<file path="src/rtl/assert_macros.svh">
// ----------------------------------------------------------------------------
// Assertion macros
// Shared concurrent assertion forms clocked on clk; DFE_ASSERT is disabled while active-low rst_n is low.
// ----------------------------------------------------------------------------
`ifndef ASSERT_MACROS_SVH
`define ASSERT_MACROS_SVH

// checked at every clk edge outside reset
`define DFE_ASSERT(lbl, prop, msg) \
  lbl: assert property (@(posedge clk) disable iff (!rst_n) prop) else $error(msg);

// checked at every clk edge, reset included
`define DFE_ASSERT_ALWAYS(lbl, prop, msg) \
  lbl: assert property (@(posedge clk) prop) else $error(msg);

`endif

</file>
<file path="src/rtl/dfe_pkg.sv">
// ----------------------------------------------------------------------------
// dfe_pkg
// Types, codes and sizes shared by the delimited field extractor.
// ----------------------------------------------------------------------------
`default_nettype none

package dfe_pkg;

  // field counter width; counter saturates at all ones
  localparam int CNT_W = 24;

  localparam int CFG_ADDR_W = 4;
  localparam int CFG_DATA_W = 16;

  localparam int Q_DEPTH = 4;
  localparam int Q_PTR_W = $clog2(Q_DEPTH);

  // register indexes
  localparam logic [CFG_ADDR_W-1:0] CFG_ROW  = 4'd0;
  localparam logic [CFG_ADDR_W-1:0] CFG_COL  = 4'd1;
  localparam logic [CFG_ADDR_W-1:0] CFG_CPR  = 4'd2;
  localparam logic [CFG_ADDR_W-1:0] CFG_TYPE = 4'd3;

  // result kinds
  localparam logic [1:0] KIND_BYTE = 2'd0;
  localparam logic [1:0] KIND_END  = 2'd1;
  localparam logic [1:0] KIND_INT  = 2'd2;
  localparam logic [1:0] KIND_NONE = 2'd3;

  // number parse phases
  localparam logic [1:0] NP_BLANK = 2'd0;
  localparam logic [1:0] NP_SIGN  = 2'd1;
  localparam logic [1:0] NP_DIGIT = 2'd2;
  localparam logic [1:0] NP_STOP  = 2'd3;

  localparam logic [7:0] CH_NUL   = 8'h00;
  localparam logic [7:0] CH_TAB   = 8'h09;
  localparam logic [7:0] CH_LF    = 8'h0A;
  localparam logic [7:0] CH_VT    = 8'h0B;
  localparam logic [7:0] CH_FF    = 8'h0C;
  localparam logic [7:0] CH_CR    = 8'h0D;
  localparam logic [7:0] CH_SPACE = 8'h20;
  localparam logic [7:0] CH_PLUS  = 8'h2B;
  localparam logic [7:0] CH_MINUS = 8'h2D;
  localparam logic [7:0] CH_0     = 8'h30;
  localparam logic [7:0] CH_9     = 8'h39;

  localparam logic [31:0] MAG_LIMIT = 32'h8000_0000;

  typedef struct packed {
    logic [1:0]  phase;
    logic        neg;
    logic [31:0] acc;
  } num_t;

  localparam num_t NUM_CLEAR = '{phase: NP_BLANK, neg: 1'b0, acc: 32'd0};

  // one queued request: first result, plus a trailing string end if has_end
  typedef struct packed {
    logic [1:0]  kind;
    logic [7:0]  fbyte;
    logic [31:0] mag;
    logic        neg;
    logic        valid;
    logic        has_end;
  } job_t;

  typedef struct packed {
    logic full;
    logic empty;
  } q_stat_t;

endpackage

`default_nettype wire

</file>
<file path="src/rtl/dfe_in_if.sv">
// ----------------------------------------------------------------------------
// dfe_in_if
// Text byte channel: valid/ready with one byte and an end-of-text flag.
// ----------------------------------------------------------------------------
`default_nettype none

interface dfe_in_if;
  logic       valid;
  logic       ready;
  logic [7:0] text_byte;
  logic       end_of_text;

  modport source (output valid, output text_byte, output end_of_text, input ready);
  modport sink   (input valid, input text_byte, input end_of_text, output ready);
endinterface

`default_nettype wire

</file>
<file path="src/rtl/dfe_out_if.sv">
// ----------------------------------------------------------------------------
// dfe_out_if
// Result channel: valid/ready carrying one result per transfer.
// ----------------------------------------------------------------------------
`default_nettype none

interface dfe_out_if;
  logic               valid;
  logic               ready;
  logic [1:0]         result_kind;
  logic [7:0]         field_byte;
  logic signed [31:0] int_value;
  logic               number_valid;
  logic               last_of_run;

  modport source (output valid, output result_kind, output field_byte, output int_value,
                  output number_valid, output last_of_run, input ready);
  modport sink   (input valid, input result_kind, input field_byte, input int_value,
                  input number_valid, input last_of_run, output ready);
endinterface

`default_nettype wire

</file>
<file path="src/rtl/dfe_cfg_if.sv">
// ----------------------------------------------------------------------------
// dfe_cfg_if
// Register write channel: valid/ready with register index and data.
// ----------------------------------------------------------------------------
`default_nettype none

interface dfe_cfg_if;
  import dfe_pkg::*;

  logic                  valid;
  logic                  ready;
  logic [CFG_ADDR_W-1:0] addr;
  logic [CFG_DATA_W-1:0] data;

  modport source (output valid, output addr, output data, input ready);
  modport sink   (input valid, input addr, input data, output ready);
endinterface

`default_nettype wire

</file>
<file path="src/rtl/delimited_field_extractor_core.sv">
// ----------------------------------------------------------------------------
// delimited_field_extractor_core
// Tab/newline field extractor with string and integer output modes.
// ----------------------------------------------------------------------------
// Accepts one text byte per clock while the queue has room and no register
// write holds the input off. Bytes are classified in the front stage, which
// keeps the field counter and the number parser and so decides a byte's
// results in the cycle it is taken; requests then pass through a four-entry
// queue to the result register. Each result takes the output on its own, so
// a final string byte flagged end_of_text yields two results (byte plus end
// marker), and a stalled output fills the queue before the input stalls.
// After every register write the input is held off in the cycle after it
// while the wanted field index is recomputed and registered.
`default_nettype none

module delimited_field_extractor_core (
  input logic        clk,
  input logic        rst_n,
  dfe_in_if.sink     in_ch,
  dfe_out_if.source  out_ch,
  dfe_cfg_if.sink    cfg_ch
);
  import dfe_pkg::*;

  logic    push;
  job_t    push_job;
  logic    pop;
  job_t    head;
  q_stat_t q_stat;

  dfe_front u_front (
    .clk      (clk),
    .rst_n    (rst_n),
    .in_ch    (in_ch),
    .cfg_ch   (cfg_ch),
    .q_stat   (q_stat),
    .push     (push),
    .push_job (push_job)
  );

  dfe_queue u_queue (
    .clk      (clk),
    .rst_n    (rst_n),
    .push     (push),
    .push_job (push_job),
    .pop      (pop),
    .head     (head),
    .stat     (q_stat)
  );

  dfe_back u_back (
    .clk    (clk),
    .rst_n  (rst_n),
    .head   (head),
    .q_stat (q_stat),
    .pop    (pop),
    .out_ch (out_ch)
  );

endmodule

`default_nettype wire

</file>
<file path="src/rtl/dfe_front.sv">
// ----------------------------------------------------------------------------
// dfe_front
// Holds the registers and scan state, classifies each byte and queues the
// results it causes.
// ----------------------------------------------------------------------------
`default_nettype none
`include "assert_macros.svh"

module dfe_front (
  input  logic            clk,
  input  logic            rst_n,
  dfe_in_if.sink          in_ch,
  dfe_cfg_if.sink         cfg_ch,
  input  dfe_pkg::q_stat_t q_stat,
  output logic            push,
  output dfe_pkg::job_t   push_job
);
  import dfe_pkg::*;

  localparam logic [CNT_W-1:0] CNT_MAX = {CNT_W{1'b1}};

  logic [15:0]      row_r;
  logic [7:0]       col_r;
  logic [7:0]       cpr_r;
  logic             vt_r;
  logic [CNT_W-1:0] tgt_r;
  logic             tgt_ok_r;
  logic             hold_r;

  logic [CNT_W-1:0] cnt_r, cnt_nxt;
  logic             scan_r, scan_nxt;
  num_t             num_r, num_nxt;

  logic              cfg_fire;
  logic              in_fire;
  logic [7:0]        b;
  logic              eot;
  logic              at;
  logic              at_next;
  logic [CNT_W-1:0]  cnt_inc;
  num_t              parsed;
  logic signed [17:0] row_m1;
  logic signed [8:0]  cpr_s;
  logic signed [26:0] prod;
  logic signed [33:0] tgt_s;

  function automatic num_t parse_char(num_t cur, logic [7:0] c);
    num_t        nx;
    logic        blank;
    logic        sign;
    logic        digit;
    logic [35:0] t;
    nx    = cur;
    blank = (c == CH_SPACE) || (c == CH_VT) || (c == CH_FF) || (c == CH_CR);
    sign  = (c == CH_MINUS) || (c == CH_PLUS);
    digit = (c >= CH_0) && (c <= CH_9);
    t     = {1'b0, cur.acc, 3'b000} + {3'b000, cur.acc, 1'b0} + {32'd0, c[3:0]};
    if (cur.phase == NP_STOP) begin
      nx = cur;
    end else if (cur.phase == NP_BLANK && blank) begin
      nx = cur;
    end else if (cur.phase == NP_BLANK && sign) begin
      nx.neg   = (c == CH_MINUS);
      nx.phase = NP_SIGN;
    end else if (digit) begin
      nx.acc   = (t > {4'd0, MAG_LIMIT}) ? MAG_LIMIT : t[31:0];
      nx.phase = NP_DIGIT;
    end else begin
      nx.phase = NP_STOP;
    end
    return nx;
  endfunction

  function automatic job_t field_end(logic vt, num_t n);
    job_t j;
    j = '0;
    if (vt) begin
      j.kind = KIND_END;
    end else begin
      j.kind = KIND_INT;
      if (n.phase == NP_DIGIT) begin
        j.valid = 1'b1;
        j.mag   = n.acc;
        j.neg   = n.neg;
      end
    end
    return j;
  endfunction

  function automatic job_t not_found();
    job_t j;
    j      = '0;
    j.kind = KIND_NONE;
    return j;
  endfunction

  assign cfg_ch.ready = 1'b1;
  assign cfg_fire     = cfg_ch.valid && cfg_ch.ready;

  // one bubble after a write while the target index register catches up
  assign in_ch.ready = !q_stat.full && !hold_r;
  assign in_fire     = in_ch.valid && in_ch.ready;
  assign b           = in_ch.text_byte;
  assign eot         = in_ch.end_of_text;

  // target = col + cpr*(row-1) - 1, signed
  assign row_m1 = $signed({2'b00, row_r}) - 18'sd1;
  assign cpr_s  = $signed({1'b0, cpr_r});
  assign prod   = cpr_s * row_m1;
  assign tgt_s  = $signed({{7{prod[26]}}, prod}) + $signed({26'd0, col_r}) - 34'sd1;

  assign at      = !scan_r && tgt_ok_r && (cnt_r == tgt_r);
  assign cnt_inc = (cnt_r == CNT_MAX) ? cnt_r : cnt_r + 1'b1;
  assign at_next = tgt_ok_r && (cnt_inc == tgt_r);
  assign parsed  = parse_char(num_r, b);

  always_comb begin
    cnt_nxt  = cnt_r;
    scan_nxt = scan_r;
    num_nxt  = num_r;
    push     = 1'b0;
    push_job = '0;
    if (in_fire) begin
      if (b == CH_NUL) begin
        if (!scan_r) begin
          push     = 1'b1;
          push_job = at ? field_end(vt_r, num_r) : not_found();
        end
        cnt_nxt  = '0;
        scan_nxt = 1'b0;
        num_nxt  = NUM_CLEAR;
      end else begin
        if (b == CH_TAB || b == CH_LF) begin
          cnt_nxt = cnt_inc;
          num_nxt = NUM_CLEAR;
          if (at) begin
            push     = 1'b1;
            push_job = field_end(vt_r, num_r);
            scan_nxt = 1'b1;
          end else if (eot && !scan_r) begin
            // delimiter may just have opened the wanted field
            push     = 1'b1;
            push_job = at_next ? field_end(vt_r, NUM_CLEAR) : not_found();
          end
        end else if (at) begin
          if (vt_r) begin
            push             = 1'b1;
            push_job.kind    = KIND_BYTE;
            push_job.fbyte   = b;
            push_job.has_end = eot;
          end else begin
            num_nxt = parsed;
            if (eot) begin
              push     = 1'b1;
              push_job = field_end(vt_r, parsed);
            end
          end
        end else if (eot && !scan_r) begin
          push     = 1'b1;
          push_job = not_found();
        end
        if (eot) begin
          cnt_nxt  = '0;
          scan_nxt = 1'b0;
          num_nxt  = NUM_CLEAR;
        end
      end
    end
  end

  always_ff @(posedge clk) begin
    if (!rst_n) begin
      row_r    <= 16'd1;
      col_r    <= 8'd1;
      cpr_r    <= 8'd10;
      vt_r     <= 1'b0;
      tgt_r    <= '0;
      tgt_ok_r <= 1'b1;
      hold_r   <= 1'b0;
      cnt_r    <= '0;
      scan_r   <= 1'b0;
      num_r    <= NUM_CLEAR;
    end else begin
      hold_r   <= cfg_fire;
      tgt_r    <= tgt_s[CNT_W-1:0];
      tgt_ok_r <= !tgt_s[33] &&
                  (tgt_s < $signed({{(34-CNT_W){1'b0}}, CNT_MAX}));
      cnt_r    <= cnt_nxt;
      scan_r   <= scan_nxt;
      num_r    <= num_nxt;
      if (cfg_fire) begin
        unique case (cfg_ch.addr)
          CFG_ROW:  row_r <= cfg_ch.data[15:0];
          CFG_COL:  col_r <= cfg_ch.data[7:0];
          CFG_CPR:  cpr_r <= cfg_ch.data[7:0];
          CFG_TYPE: vt_r  <= cfg_ch.data[0];
          default: ;
        endcase
      end
    end
  end

  `DFE_ASSERT(a_cfg_bubble, cfg_fire |=> !in_ch.ready, "byte taken right after a register write")
  `DFE_ASSERT(a_push_has_room, push |-> !q_stat.full, "request pushed into a full queue")

endmodule

`default_nettype wire

</file>
<file path="src/rtl/dfe_queue.sv">
// ----------------------------------------------------------------------------
// dfe_queue
// Short request FIFO between the classifying front and the result back end.
// ----------------------------------------------------------------------------
`default_nettype none
`include "assert_macros.svh"

module dfe_queue (
  input  logic             clk,
  input  logic             rst_n,
  input  logic             push,
  input  dfe_pkg::job_t    push_job,
  input  logic             pop,
  output dfe_pkg::job_t    head,
  output dfe_pkg::q_stat_t stat
);
  import dfe_pkg::*;

  localparam logic [Q_PTR_W-1:0] PTR_LAST = Q_PTR_W'(Q_DEPTH - 1);
  localparam logic [Q_PTR_W:0]   CNT_FULL = (Q_PTR_W + 1)'(Q_DEPTH);

  job_t               mem_r [Q_DEPTH];
  logic [Q_PTR_W-1:0] wr_ptr_r;
  logic [Q_PTR_W-1:0] rd_ptr_r;
  logic [Q_PTR_W:0]   cnt_r;

  function automatic logic [Q_PTR_W-1:0] ptr_inc(logic [Q_PTR_W-1:0] p);
    return (p == PTR_LAST) ? '0 : p + 1'b1;
  endfunction

  assign head       = mem_r[rd_ptr_r];
  assign stat.full  = (cnt_r == CNT_FULL);
  assign stat.empty = (cnt_r == '0);

  always_ff @(posedge clk) begin
    if (!rst_n) begin
      wr_ptr_r <= '0;
      rd_ptr_r <= '0;
      cnt_r    <= '0;
    end else begin
      if (push) wr_ptr_r <= ptr_inc(wr_ptr_r);
      if (pop)  rd_ptr_r <= ptr_inc(rd_ptr_r);
      if (push && !pop)      cnt_r <= cnt_r + 1'b1;
      else if (pop && !push) cnt_r <= cnt_r - 1'b1;
    end
  end

  always_ff @(posedge clk) begin
    if (push) mem_r[wr_ptr_r] <= push_job;
  end

  `DFE_ASSERT(a_no_overflow, push |-> !stat.full, "queue overflow")
  `DFE_ASSERT(a_no_underflow, pop |-> !stat.empty, "queue underflow")
  `DFE_ASSERT(a_cnt_bound, cnt_r <= CNT_FULL, "queue count past depth")

endmodule

`default_nettype wire

</file>
<file path="src/rtl/dfe_back.sv">
// ----------------------------------------------------------------------------
// dfe_back
// Drains queued requests into the registered result channel, expanding a
// string byte with a trailing end marker into two results.
// ----------------------------------------------------------------------------
`default_nettype none
`include "assert_macros.svh"

module dfe_back (
  input  logic             clk,
  input  logic             rst_n,
  input  dfe_pkg::job_t    head,
  input  dfe_pkg::q_stat_t q_stat,
  output logic             pop,
  dfe_out_if.source        out_ch
);
  import dfe_pkg::*;

  logic        out_valid_r;
  logic [1:0]  kind_r;
  logic [7:0]  fbyte_r;
  logic [31:0] value_r;
  logic        nvalid_r;
  logic        last_r;
  logic        pend_end_r;

  logic        load;
  logic [31:0] head_value;

  assign load = !out_valid_r || out_ch.ready;
  assign pop  = load && !pend_end_r && !q_stat.empty;

  // magnitude is capped at 2^31, so only the positive side needs clamping
  assign head_value = head.neg ? (32'd0 - head.mag)
                               : (head.mag[31] ? 32'h7FFF_FFFF : head.mag);

  always_ff @(posedge clk) begin
    if (!rst_n) begin
      out_valid_r <= 1'b0;
      pend_end_r  <= 1'b0;
      last_r      <= 1'b0;
    end else if (load) begin
      if (pend_end_r) begin
        out_valid_r <= 1'b1;
        last_r      <= 1'b1;
        pend_end_r  <= 1'b0;
      end else if (!q_stat.empty) begin
        out_valid_r <= 1'b1;
        last_r      <= !head.has_end;
        pend_end_r  <= head.has_end;
      end else begin
        out_valid_r <= 1'b0;
      end
    end
  end

  always_ff @(posedge clk) begin
    if (load) begin
      if (pend_end_r) begin
        kind_r   <= KIND_END;
        fbyte_r  <= 8'd0;
        value_r  <= 32'd0;
        nvalid_r <= 1'b0;
      end else begin
        kind_r   <= head.kind;
        fbyte_r  <= head.fbyte;
        value_r  <= head_value;
        nvalid_r <= head.valid;
      end
    end
  end

  assign out_ch.valid        = out_valid_r;
  assign out_ch.result_kind  = kind_r;
  assign out_ch.field_byte   = fbyte_r;
  assign out_ch.int_value    = $signed(value_r);
  assign out_ch.number_valid = nvalid_r;
  assign out_ch.last_of_run  = last_r;

  `DFE_ASSERT(a_end_after_byte,
    pend_end_r |-> out_valid_r && (kind_r == KIND_BYTE) && !last_r,
    "pending string end without a byte result in the output register")

endmodule

`default_nettype wire

</file>
<file path="src/flat_wrapper.sv">
// flat-port wrapper written by rule: the top's interface ports become plain ports
module delimited_field_extractor_core_flat import dfe_pkg::*;
  (clk, rst_n, in_ch_valid, in_ch_text_byte, in_ch_end_of_text, in_ch_ready, out_ch_valid, out_ch_result_kind, out_ch_field_byte, out_ch_int_value, out_ch_number_valid, out_ch_last_of_run, out_ch_ready, cfg_ch_valid, cfg_ch_addr, cfg_ch_data, cfg_ch_ready);
  dfe_in_if in_ch_i ();
  dfe_out_if out_ch_i ();
  dfe_cfg_if cfg_ch_i ();
  input logic clk;
  input logic rst_n;
  input wire logic [$bits(in_ch_i.valid)-1:0] in_ch_valid;
  input wire logic [$bits(in_ch_i.text_byte)-1:0] in_ch_text_byte;
  input wire logic [$bits(in_ch_i.end_of_text)-1:0] in_ch_end_of_text;
  output wire logic [$bits(in_ch_i.ready)-1:0] in_ch_ready;
  output wire logic [$bits(out_ch_i.valid)-1:0] out_ch_valid;
  output wire logic [$bits(out_ch_i.result_kind)-1:0] out_ch_result_kind;
  output wire logic [$bits(out_ch_i.field_byte)-1:0] out_ch_field_byte;
  output wire logic [$bits(out_ch_i.int_value)-1:0] out_ch_int_value;
  output wire logic [$bits(out_ch_i.number_valid)-1:0] out_ch_number_valid;
  output wire logic [$bits(out_ch_i.last_of_run)-1:0] out_ch_last_of_run;
  input wire logic [$bits(out_ch_i.ready)-1:0] out_ch_ready;
  input wire logic [$bits(cfg_ch_i.valid)-1:0] cfg_ch_valid;
  input wire logic [$bits(cfg_ch_i.addr)-1:0] cfg_ch_addr;
  input wire logic [$bits(cfg_ch_i.data)-1:0] cfg_ch_data;
  output wire logic [$bits(cfg_ch_i.ready)-1:0] cfg_ch_ready;
  assign in_ch_i.valid = in_ch_valid;
  assign in_ch_i.text_byte = in_ch_text_byte;
  assign in_ch_i.end_of_text = in_ch_end_of_text;
  assign in_ch_ready = in_ch_i.ready;
  assign out_ch_valid = out_ch_i.valid;
  assign out_ch_result_kind = out_ch_i.result_kind;
  assign out_ch_field_byte = out_ch_i.field_byte;
  assign out_ch_int_value = out_ch_i.int_value;
  assign out_ch_number_valid = out_ch_i.number_valid;
  assign out_ch_last_of_run = out_ch_i.last_of_run;
  assign out_ch_i.ready = out_ch_ready;
  assign cfg_ch_i.valid = cfg_ch_valid;
  assign cfg_ch_i.addr = cfg_ch_addr;
  assign cfg_ch_i.data = cfg_ch_data;
  assign cfg_ch_ready = cfg_ch_i.ready;
  delimited_field_extractor_core u_core (.clk(clk), .rst_n(rst_n), .in_ch(in_ch_i), .out_ch(out_ch_i), .cfg_ch(cfg_ch_i));
endmodule
</file>
<file path="config.mk">
export PLATFORM = sky130hd
export DESIGN_NAME = delimited_field_extractor_core_flat
export DESIGN_NICKNAME = d
export VERILOG_FILES = /design/src/rtl/dfe_pkg.sv /design/src/rtl/dfe_in_if.sv /design/src/rtl/dfe_out_if.sv /design/src/rtl/dfe_cfg_if.sv /design/src/rtl/delimited_field_extractor_core.sv /design/src/rtl/dfe_front.sv /design/src/rtl/dfe_queue.sv /design/src/rtl/dfe_back.sv /design/src/flat_wrapper.sv
export VERILOG_INCLUDE_DIRS = /design/src /design/src/rtl
export SDC_FILE = /design/constraint.sdc
export NUM_CORES = 1
export LEC_CHECK = 0
export BUFFER_PORTS_ARGS = -buffer_cell sky130_fd_sc_hd__buf_4
export CORE_ASPECT_RATIO = 0.7
export CORE_MARGIN = 4
export CORE_UTILIZATION = 62
export DETAILED_ROUTE_END_ITERATION = 16
export PLACE_DENSITY = 0.85
export RECOVER_POWER = 25
export SYNTH_ARGS = -nofsm -noshare
export SYNTH_HDL_FRONTEND = slang
export SYNTH_SLANG_ARGS = --single-unit
export TNS_END_PERCENT = 30
</file>
<file path="constraint.sdc">
create_clock -name clk -period 7.8 [get_ports clk]
set_input_delay 0.78 -clock clk [delete_from_list [all_inputs] [get_ports clk]]
set_output_delay 0.78 -clock clk [all_outputs]
set_load 0.05 [all_outputs]
</file>
-- Yosys cells after proc, flatten, opt, wreduce, memory -nomap -nowiden
Memories as Yosys holds them, arrays and structs flattened. A register that Yosys moved wholly into a read port is not among the register bits.
Index checks and enable logic that the tools add are counted.
- bits in registers: 172
- RAM bits: 180
- memories kept: 1
- memory list (name ; words ; bits a word ; rd ports ; clocked after memory_dff ; wr ports ; line ; RTL):
    u_core.u_queue.mem_r ; 4 ; 45 ; 1 ; 1 ; 1 ; dfe_queue.sv:22 ; job_t mem_r [Q_DEPTH];
- $add $sub $neg: 11
- multipliers: 1
- $lt $le $gt $ge: 4
- eq/ne operators: 22
- muxes and demuxes: 64
- reduce and logical (&&, ||, !) cells: 46
- operator list (cell ; count):
    $mux W45 ; 11
    $mux W35 ; 7
    $mux W34 ; 4
    $mux W32 ; 4
    $mux W24 ; 4
    $eq A24 B24 Y1 ; 2
    $eq A8 B4 Y1 const B ; 5
    $add A35 B33 Y36 ; 1
    $add A36 B4 Y36 ; 1
    $gt A36 B32 Y1 const B ; 1
    $sub A1 B32 Y32 const A ; 1
    $mux W31 ; 1
    $lt A28 B25 Y1 const B ; 1
    $sub A27 B2 Y28 const B ; 1
    $add A26 B9 Y27 ; 1
    $mul A9 B17 Y26 ; 1
    $add A24 B1 Y24 const B ; 1
    $eq A24 B24 Y1 const B ; 1
    $eq A8 B6 Y1 const B ; 3
    $mux W1 ; 24
    $sub A16 B1 Y17 const B ; 1
    $logic_and A1 B1 Y1 ; 14
    $mux W2 ; 6
    $reduce_and A2 Y1 ; 6
    other kinds (23) ; 46

-- Longest topological paths before layout
- word-level depth: 16
- mapped depth: 28

-- By module
From an unflattened synthesis, not the netlist that was laid out.
- cells, all modules: 2333
- area total of the unflattened synthesis: 24189.4 um^2
- by module, submodules not included (module ; instances ; cells each ; area each (um^2)):
    dfe_front ; 1 ; 1805 ; 14577.7
    dfe_queue ; 1 ; 279 ; 7011.7
    dfe_back ; 1 ; 249 ; 2600.0

-- Worst setup path after synthesis
No wires, ideal clock.
- kind: flip-flop to flip-flop
- start point: reg u_core.u_front.row_r[2]
- end point: reg u_core.u_front.tgt_ok_r
- setup time: 101 ps
- data arrival time: 6768 ps
- data required time: 7699 ps
- setup slack: 931 ps
- stages on the path, launching flop included: 28
- period minus slack after synthesis: 6869 ps
- path through: dfxtp_1 > nor3_1 > nand2b_1 > nor4_1 > nand2_1 > nor4_1 > xor2_1 > nand2_1 > fa_1 > inv_1 > fa_1 > fa_1 > fa_1 > inv_1 > fa_1 > inv_1 > ha_1 > and3_1 > and2_1 > and3_1 > and3_1 > o31ai_1 > a21oi_1 > o2111ai_1 > nand3b_1 > a21o_1 > xnor2_1 > o41ai_1
- word-level cells in the longest chain between the ends: 6
- elaborated cells between the ends (all ways): 7
- those cells by class: 3 x add/sub; 1 x mul; 1 x order compare; 2 x reduce/logical
- ends and longest elaborated chain (item ; line ; RTL):
    start, declared ; dfe_front.sv:22 ; logic [15:0] row_r;
    start signal, assigned ; dfe_front.sv:193 ; CFG_ROW: row_r <= cfg_ch.data[15:0];
    $sub A16 B1 Y17 * ; dfe_front.sv:107 ; assign row_m1 = $signed({2'b00, row_r}) - 18'sd1;
    $mul A9 B17 Y26 * ; dfe_front.sv:109 ; assign prod = cpr_s * row_m1;
    $add A26 B9 Y27 * ; dfe_front.sv:110 ; assign tgt_s = $signed({{7{prod[26]}}, prod}) + $signed({26'd0, col_r}) - 34'sd1;
    $sub A27 B2 Y28 * ; dfe_front.sv:110 ;
    $lt A28 B25 Y1 or $logic_not A1 Y1 (tied branches) ; dfe_front.sv:187, dfe_front.sv:186 ;
    $logic_and A1 B1 Y1 * ; dfe_front.sv:186 ; tgt_ok_r <= !tgt_s[33] &&
    end signal, assigned ; dfe_front.sv:186 ;
    end, declared ; dfe_front.sv:27 ; logic tgt_ok_r;
Every way passes the cells marked *; elsewhere a longest branch is shown, timed or not.
A chain may end at the register's enable or synchronous reset.

-- Final worst setup path
Ends and elaborated chain as after synthesis.

==> run metrics <==
via/cell ratio roughly 6.3; share of cells above drive strength 1 between 8 and 9%; DP Area about 25000 µm²; leakage power 10.53 nW; total number of vias roughly 18k; VDD IR max roughly 200 µV; Setup CP Type reg2reg; final setup vio count 0; pre-CTS setup slack roughly 170 ps; Layout Skew about 27 ps; WL per Instance 21.30 µm; starting density of the core between 60 and 70%; die width 241.9 µm; Comb power frac 32.7%; Port Buffers a little under 80; Crit. End Element flip-flop; gr ovfl total 0; Final Slew Violations ~170; post-DP HPWL 42560 µm; post-synthesis register bit count between 300 and 400; RePlAce Congestion around 0.97; synth top area cells edfxtp_1 28%, fa_1 12%, dfxtp_1 11%; Sw Pwr between 0.002 and 0.0025 W; Worst EP arrival 7960 ps; fin crit period approximately 7500 ps; root buffer cell clkbuf_16; top-count cell post-synth nand2_1; Sum Neg Setup Slack 0 ps; CP max stage cell fa_1; status complete, but fails checks; io pins roughly 80; violated checks capacitance limit, slew limit; Final Hold Viols 0; most used cell, CP fa_1; number of synthesis warnings 0; Top FF cell, synth edfxtp_1; DIE AREA 41530 µm²; Rel. slew slack -92.14%; Worst Path Required 8230 ps; Synth Instances about 2.3k; Area Overhead vs Synth 8.776%; CTS tree built; total power between 0.006 and 0.007 W; H-tree levels 2; largest net degree at the start of global routing 55; DIE HEIGHT 171.7 µm; Final #Nets between 2k and 3k; clock buffer count from CTS 36; Post-synth EDFFs 223; CTS Buffer Depth 3; Yosys top cell area share 28.21%; Max Cap Viol 4; register share of total power a little under two fifths; syn_nets around 2.6k; Crit path largest cell delay 560 ps; global-route wire length before repair 97440 µm; fmax between 0.1 and 0.15 GHz; pwr dens around 240 nW/µm²; CP top delay family adder cells; Clk pwr share 29.6%; Async SR Flop Fraction 0%; initial antenna violation count 3; Detail Route Antenna Nets 0; GRT Overall Usage about 29%; worst path bufs/invs 4; Synth Cell Area between 20000 and 25000 µm²; Starting DRT DRC Count roughly 2.5k; hold slack around 480 ps; Setup WS post-layout between 200 and 300 ps; Site Rows between 50 and 60; vias in the first global route about 18k; Yosys cell types 78; syn_area_per_cell 10.22 µm²; Worst Path Max Fanout 7; Detailed Route WL roughly 61000 µm; synth cell count leaders 269 x nand2_1, 223 x edfxtp_1, 218 x inv_1; period utilization just under 100%; Hold Path Class reg2reg; post-route cell area 25820 µm²; number of remaining DRC errors 0; Clock transition at path regs ~60 ps; worst skew pair latency between 500 and 600 ps; internal power 0.004018 W; core region area between 30000 and 40000 µm²; # clock sinks between 300 and 400; Startpoint Class flip-flop; sequential share of the synthesized area 39.26%; Initial DRT Pass Iterations 5; area leader, netlist edfxtp_1; Sw Share a little over a third; actual slew at the worst max-slew pin about 2900 ps; fillers 2645
-- cell usage in the layout, fill, tap and decap left out, types with 36 or more instances in the layout --
| cell type | count |
|---|---|
| edfxtp_1 | 223 |
| nand3_1 | 59 |
| and2_1 | 60 |
| ha_1 | 129 |
| clkbuf_1 | 60 |
| clkbuf_16 | 36 |
| nor3_1 | 44 |
| buf_4 | 52 |
| o21ai_0 | 98 |
| xor2_1 | 67 |
| fa_1 | 144 |
| inv_1 | 217 |
| nand2_1 | 269 |
| mux4_2 | 44 |
| dfxtp_1 | 129 |
| xnor2_1 | 56 |
| a21oi_1 | 107 |
| nor2_1 | 158 |
-- path summary, 6_finish.rpt --
check	slack, ps	startpoint	to	depth (start not counted)
max	270	u_core.u_front.row_r[2]	u_core.u_front.tgt_ok_r	28
min	480	u_core.u_front.row_r[13]	u_core.u_front.row_r[13]	2
max reg2reg	270	u_core.u_front.row_r[2]	u_core.u_front.tgt_ok_r	28
min reg2reg	480	u_core.u_front.row_r[13]	u_core.u_front.row_r[13]	2
-- worst reg2reg max path, delay by kind of cell, from the launching register on --
kind / cells / cell delay [ps]
AOI/OAI and AO/OA: 5 / 1270
adders and majority gates: 6 / 2990
DFF: 1 / 350
xor gates and xnor gates: 2 / 410
buffers and inverters: 4 / 330
and+or+nand+nor: 11 / 2050
-- logic make-up after synthesis --
group	Yosys count	share of synthesized area (%)
and+or+nand+nor	778	15.76
AOI/OAI and AO/OA	385	10.46
DFF	354	39.26
buffers and inverters	329	5.382
adders and majority gates	273	18.94
xor gates and xnor gates	128	4.723
muxes	74	5.461
other	1	0.01580
-- timing repair --
action / 4_1_cts / 5_1_grt
setup endpoints to repair: 0 / 1
endpoints found under the hold margin: 0 / 0
hold buffers: 0 / 0
setup buffers: 0 / 3
resized for setup: 0 / 10
-- through the flow --
step,util [%],std cells
6_report,68.85,2870
3_3_place_gp,65.74,2799
2_1_floorplan,-,2322
3_5_place_dp,65.74,2799
4_1_cts,69.10,2865
5_1_grt,68.85,2870
-- power groups by stage --
stage / combinational [W] / clock (W) / sequential (W)
after detailed placement: 0.00209 / 0 / 0.00240
after global placement: 0.00202 / 0 / 0.00239
final: 0.00205 / 0.00186 / 0.00237
after global routing: 0.00221 / 0.00195 / 0.00238
after floorplan: 0.00114 / 0 / 0.00279
after CTS: 0.00212 / 0.00186 / 0.00236
-- area by class of cell --
class | instances | area, µm² | share of cell area [%]
timing repair buffer | 102 | 578.1 | 2.239
inverter | 219 | 822.0 | 3.184
sequential | 354 | 9321 | 36.10
multi-input combinational | 1639 | 13220 | 51.21
tap | 488 | 610.6 | 2.365
clock inverter | 20 | 321.6 | 1.245
clock buffer | 46 | 938.4 | 3.634
antenna | 2 | 5.005 | 0.01938
-- sequential cells by signal (all words and copies together), names as in the netlist, named ones only --
| register | cells |
|---|---|
| u_core.u_queue.mem_r | 180 |
| u_core.u_front.num_r | 35 |
| u_core.u_back.out_ch.int_value | 32 |
| u_core.u_front.cnt_r | 24 |
| u_core.u_front.tgt_r | 24 |
| u_core.u_front.row_r | 16 |
| u_core.u_back.out_ch.field_byte | 8 |
| u_core.u_front.col_r | 8 |
| u_core.u_front.cpr_r | 8 |
| u_core.u_queue.cnt_r | 3 |
| u_core.u_back.out_ch.result_kind | 2 |
| u_core.u_queue.rd_ptr_r | 2 |
| u_core.u_queue.wr_ptr_r | 2 |
| u_core.u_back.out_ch.last_of_run | 1 |
| u_core.u_back.out_ch.number_valid | 1 |
| u_core.u_back.out_ch.valid | 1 |
| u_core.u_back.pend_end_r | 1 |
| u_core.u_front.hold_r | 1 |
| u_core.u_front.scan_r | 1 |
| u_core.u_front.tgt_ok_r | 1 |
| u_core.u_front.vt_r | 1 |
-- layer usage --
layer  up-vias  track usage [%]  routed length [µm]
met5         -                0                   0
met4         0            8.323                2004
met3       178            6.062                7065
met2      1154            45.54               26710
met1      8737            41.76               25360
li1       8135                -                   -
Note: power is estimated with default switching activity, not from simulation.
